**config.mk**
```make
export PLATFORM = sky130hd
export DESIGN_NAME = lce_queue
export DESIGN_NICKNAME = d
export VERILOG_FILES = /design/src/rtl/lce_pkg.sv /design/src/rtl/lce_queue.sv
export SDC_FILE = /design/constraint.sdc
export NUM_CORES = 1
export LEC_CHECK = 0
export ABC_CLOCK_PERIOD_IN_PS = 7000
export BUFFER_PORTS_ARGS = -buffer_cell sky130_fd_sc_hd__buf_2
export CAP_MARGIN = 20
export CORE_AREA = 5 5 300 302
export CTS_BUF_LIST = sky130_fd_sc_hd__clkbuf_4 sky130_fd_sc_hd__clkbuf_8
export CTS_CLUSTER_SIZE = 20
export DETAILED_ROUTE_END_ITERATION = 6
export DIE_AREA = 0 0 305 307
export PLACE_DENSITY_LB_ADDON = 0.05
export SLEW_MARGIN = 15
export SYNTH_ARGS = -nofsm -noshare
export SYNTH_HDL_FRONTEND = slang
export SYNTH_SLANG_ARGS = --single-unit
```
**constraint.sdc**
```tcl
create_clock -name clock -period 7 [get_ports clock]
set_input_delay 1.05 -clock clock [delete_from_list [all_inputs] [get_ports clock]]
set_output_delay 1.05 -clock clock [all_outputs]
set_load 0.02 [all_outputs]
```
**src/rtl/lce_pkg.sv**
```systemverilog
// Shared types, constants and the sigmoid table of the ladder combinator.
`timescale 1ns / 1ps
`default_nettype none
package lce_pkg;

   localparam int MAX_POSITIONS    = 256;
   localparam int POS_W            = $clog2(MAX_POSITIONS);
   localparam int NUM_WEIGHT_KINDS = 9;
   localparam int KIND_W           = 4;
   localparam int DATA_W           = 16;
   localparam int QUEUE_DEPTH      = 4;
   localparam int QPTR_W           = $clog2(QUEUE_DEPTH);
   localparam int QCNT_W           = QPTR_W + 1;
   localparam logic [63:0] EXP_STEP_Q32 = 64'd4162825044;

   typedef enum logic [KIND_W-1:0] {
      KIND_B0     = 4'd0,
      KIND_W0Z    = 4'd1,
      KIND_W0U    = 4'd2,
      KIND_W0ZU   = 4'd3,
      KIND_WSIGMA = 4'd4,
      KIND_B1     = 4'd5,
      KIND_W1Z    = 4'd6,
      KIND_W1U    = 4'd7,
      KIND_W1ZU   = 4'd8
   } kind_type;

   typedef enum logic {
      OP_WRITE   = 1'b0,
      OP_COMPUTE = 1'b1
   } op_type;

   typedef struct packed {
      logic [DATA_W-1:0]                        z;
      logic [DATA_W-1:0]                        u;
      logic [NUM_WEIGHT_KINDS-1:0][DATA_W-1:0]  w;
   } item_type;

   typedef struct packed {
      logic     valid;
      item_type item;
   } push_type;

   typedef struct packed {
      logic [QCNT_W-1:0] used;
   } queue_status_type;

   function automatic logic [63:0] udiv64(input logic [63:0] n, input logic [63:0] d);
      logic [63:0] q;
      logic [64:0] r;
      q = '0;
      r = '0;
      for (int i = 63; i >= 0; i--) begin
         r = {r[63:0], n[i]};
         if (r >= {1'b0, d}) begin
            r    = r - {1'b0, d};
            q[i] = 1'b1;
         end
      end
      return q;
   endfunction

   function automatic logic [255:0][7:0] sig_build();
      logic [255:0][7:0] rom;
      logic [63:0]       sq;
      logic [63:0]       e;
      logic [63:0]       den;
      logic [63:0]       val;
      logic [63:0]       neg;
      sq  = (EXP_STEP_Q32 * EXP_STEP_Q32) >> 32;
      e   = EXP_STEP_Q32;
      rom = '0;
      for (int k = 0; k < 128; k++) begin
         den = (64'd1 << 32) + e;
         val = udiv64((64'd256 << 32) + (den >> 1), den);
         neg = 64'd256 - val;
         rom[128 + k] = (val > 64'd255) ? 8'd255 : val[7:0];
         rom[127 - k] = (neg > 64'd255) ? 8'd255 : neg[7:0];
         e = (e * sq) >> 32;
      end
      return rom;
   endfunction

   localparam logic [255:0][7:0] SIG_ROM = sig_build();

endpackage
`default_nettype wire

```
**src/rtl/lce_queue.sv**
```systemverilog
// Short queue between the input side and the arithmetic pipeline.
`timescale 1ns / 1ps
`default_nettype none
module lce_queue (
   input  wire logic                      clock,
   input  wire logic                      reset,
   input  wire lce_pkg::push_type         push,
   output lce_pkg::queue_status_type      qstat,
   output logic                           pop_valid,
   output lce_pkg::item_type              pop_item,
   input  wire logic                      pop_take
);

   lce_pkg::item_type           mem_ff [lce_pkg::QUEUE_DEPTH];
   logic [lce_pkg::QPTR_W-1:0]  wptr_ff, wptr_in;
   logic [lce_pkg::QPTR_W-1:0]  rptr_ff, rptr_in;
   logic [lce_pkg::QCNT_W-1:0]  cnt_ff, cnt_in;
   logic                        pop;

   assign pop_valid = (cnt_ff != '0);
   assign pop       = pop_valid && pop_take;
   assign pop_item  = mem_ff[rptr_ff];
   assign qstat.used = cnt_ff;

   always_comb begin
      wptr_in = push.valid ? wptr_ff + 1'b1 : wptr_ff;
      rptr_in = pop ? rptr_ff + 1'b1 : rptr_ff;
      cnt_in  = cnt_ff + lce_pkg::QCNT_W'(push.valid) - lce_pkg::QCNT_W'(pop);
   end

   always_ff @(posedge clock) begin
      if (reset) begin
         wptr_ff <= '0;
         rptr_ff <= '0;
         cnt_ff  <= '0;
      end else begin
         wptr_ff <= wptr_in;
         rptr_ff <= rptr_in;
         cnt_ff  <= cnt_in;
      end
      if (push.valid) begin
         mem_ff[wptr_ff] <= push.item;
      end
   end

endmodule
`default_nettype wire

```
==> out/qor.txt <==
Insertion delay to the later sink of the worst-skew pair -> 0.76 ns
Num CTS Buffers -> 133
Worst-Margin Slew -> 1.03 ns
Setup Skew -> 0.0226 ns
RSZ-0062 raised after global routing -> false
Req. time, crit path -> 5.95 ns
Initial core utilization -> 29.6%
Worst EP arrival -> 2.95 ns
CTS resizes -> 0
Area of the core -> 0.0874 mm²
Total power draw -> 0.0110 W
Die X -> 305 µm
Sequential area share after synthesis -> 82.4%
Vias in the first global route -> 13,200
Cell Pwr Density -> 348 mW/mm²
Area leader, netlist -> edfxtp_1
Total gr overflow -> 0
Slew Limit Headroom -> 31.3%
Status -> completed
Avg Inst Size Synth -> 26.8 µm²
DR vias -> 11,800
Via-per-instance ratio -> 4.35
Fin. max-slew vios -> 0
DRT iter0 DRCs -> 496
H-tree lvl count -> 4
Crit-path max FO -> 33
R2R setup slack -> 4.80 ns
DRT antenna net count -> 0
Die outline area -> 0.0936 mm²
Syn-to-layout area delta -> 22.4%
Worst VDD drop -> 202 µV
Routed len/inst -> 22.5 µm
Hold WS -> 0.497 ns
Crit Path Class -> register to primary output
Cells after Synth -> 965
PortBufs -> 359
Worst-path cell chain -> buf_4 -> mux4_2 -> buf_2
CP max stage delay -> 0.68 ns
CP Launch Type -> register
Post-Layout Cell Count -> 2,713
Slowest CP cell -> buf_4
DRC errors left -> 0
DPL Wire Length -> 35,200 µm
Final Core Density -> 36.2%
Minimum clock period -> 4.00 ns
Syn_nets -> 1,152
P_leak -> 10.5 nW
Largest cells by area after synthesis -> edfxtp_1 82%, mux4_2 15%, buf_6 0.74%
Final setup vio count -> 0
Final RePlAce weighted congestion -> 0.661
Postcts setup bufs -> 0
Reg clk slew, reported paths -> 0.06 ns
Proportion of netlist area held by the largest area contributor -> 81.7%
Nets -> 1,620
Largest net degree at the start of global routing -> 120
Gr usage total -> 13.0%
Fin Setup TNS -> 0 ns
Layout cells sized above 1 -> 50.2%
CTS sink count -> 713
Number of synthesized register bits -> 713
Fin. Hold Viols -> 0
Routed wire length -> 61,100 µm
Yosys cell types -> 19
Highest Clock Rate -> 0.250 GHz
Row count -> 109
Max Cap Viol -> 0
CP Capture Type -> primary output
CTS tree -> built
Antenna violations before repair -> 21
CTS root buf -> clkbuf_8
Cts hold-fix bufs -> 0
Die height -> 307 µm
Drt pass-1 iters -> 4
Tcrit/Tclk final -> 57.1%
Cell Count Post-Placement -> 2,463
I/O pins -> 360
Ys Warns -> 0
Max Root-Sink Buffers -> 3
First-pass GRT wire length -> 89,500 µm
Cell area after synthesis -> 0.0259 mm²
Hold Crit Class -> input pin to register
-- power by group --
| part | switching (W) | leakage (nW) | internal (W) |
|---|---|---|---|
| logic | 0.00123 | 2.59 | 0.000856 |
| clock network | 0.00168 | 1.39 | 0.00224 |
| registers | 0.0000826 | 6.54 | 0.00492 |
| total | 0.00300 | 10.5 | 0.00802 |
-- worst max-delay path, delay by kind of cell, from the launching register on --
kind | cells | cell delay (ns)
buffers and inverters | 2 | 0.87
muxes | 1 | 0.65
DFF | 1 | 0.64
-- cell usage after synthesis --
cell type  instances
nor2b_1            4
and2_1             4
inv_1              6
buf_6             17
xnor2_1            1
xor3_1             1
ha_1               6
mux2_2             3
mux4_2           176
o31a_1             1
buf_2             19
nor2_1             5
o311ai_0           1
dfxtp_1            9
fa_1               1
mux2i_1            1
clkbuf_1           5
edfxtp_1         704
or3_1              1
-- flip-flops by register name, indices dropped and copies added (netlist names), named ones only --
name     flops
mem_ff     704
rptr_ff      2
qstat        3
wptr_ff      2
-- per-layer routing --
| layer | track usage (%) | up-vias | routed length [µm] |
|---|---|---|---|
| met2 | 20.8 | 349 | 29700 |
| met3 | 5.43 | 105 | 5180 |
| li1 | - | 5171 | - |
| met1 | 16.0 | 6157 | 25000 |
| met4 | 4.22 | 10 | 1180 |
| met5 | 0 | - | 77 |
-- placed cells by master, fill, tap and decap left out --
cell	Yosys	routed
mux2i_1	1	1
xor3_1	1	1
o31a_1	1	1
clkinv_1	0	25
inv_6	0	1
clkinv_2	0	13
mux2_2	3	3
buf_4	0	10
diode_2	0	13
buf_2	19	359
clkinvlp_4	0	5
dfxtp_4	0	2
ha_1	6	6
buf_12	0	5
edfxtp_1	704	704
or3_1	1	1
bufinv_16	0	4
clkbuf_4	0	47
and2_4	0	4
inv_1	6	6
o311ai_0	1	1
nor2b_1	4	4
clkbuf_8	0	140
mux4_2	176	176
xnor2_1	1	1
nor2_1	5	5
fa_1	1	1
dfxtp_1	9	7
inv_8	0	2
-- area by class of cell --
class | count | area, µm²
clock buffers | 187 | 2280
multi-input cells | 205 | 4240
repair buffers | 374 | 1970
flip-flops and latches | 713 | 21300
fillers | 8161 | 55700
well taps | 1165 | 1460
diodes | 13 | 32.5
inverters | 6 | 22.5
clock inverters | 50 | 348
-- logic make-up (layout without fill, tap and decap cells) --
logic type / count (synthesis) / in the layout / share of synthesized area (%)
flip-flops: 713 / 713 / 82.4
multiplexers: 180 / 180 / 15.5
buffers and inverters: 47 / 617 / 1.27
AND/OR/NAND/NOR: 14 / 14 / 0.290
adder cells (fa/ha/maj): 7 / 7 / 0.367
AO/OA/AOI/OAI: 2 / 2 / 0.0677
XOR/XNOR: 2 / 2 / 0.126
other: 0 / 13 / 0
-- through the flow --
step / instance area [µm²] / worst slack [ns]
2_1_floorplan: 25900 / 1.39
6_report: 31700 / 3.00
5_1_grt: 31600 / 2.65
3_5_place_dp: 29000 / 3.64
4_1_cts: 31600 / 2.72
3_3_place_gp: 29000 / 3.64
-- worst paths after layout --
check / to / startpoint / cells after the start
max: pop_item[8] / register / 3
min: mem_ff[1][9]$_DFFE_PP_ / push[9] / 1
max reg2reg: mem_ff[1][149]$_DFFE_PP_ / wptr_ff[0]$_SDFFE_PP0P_ / 3
min reg2reg: wptr_ff[1]$_SDFFE_PP0P_ / wptr_ff[1]$_SDFFE_PP0P_ / 2
(Power assumes the default switching activity.)
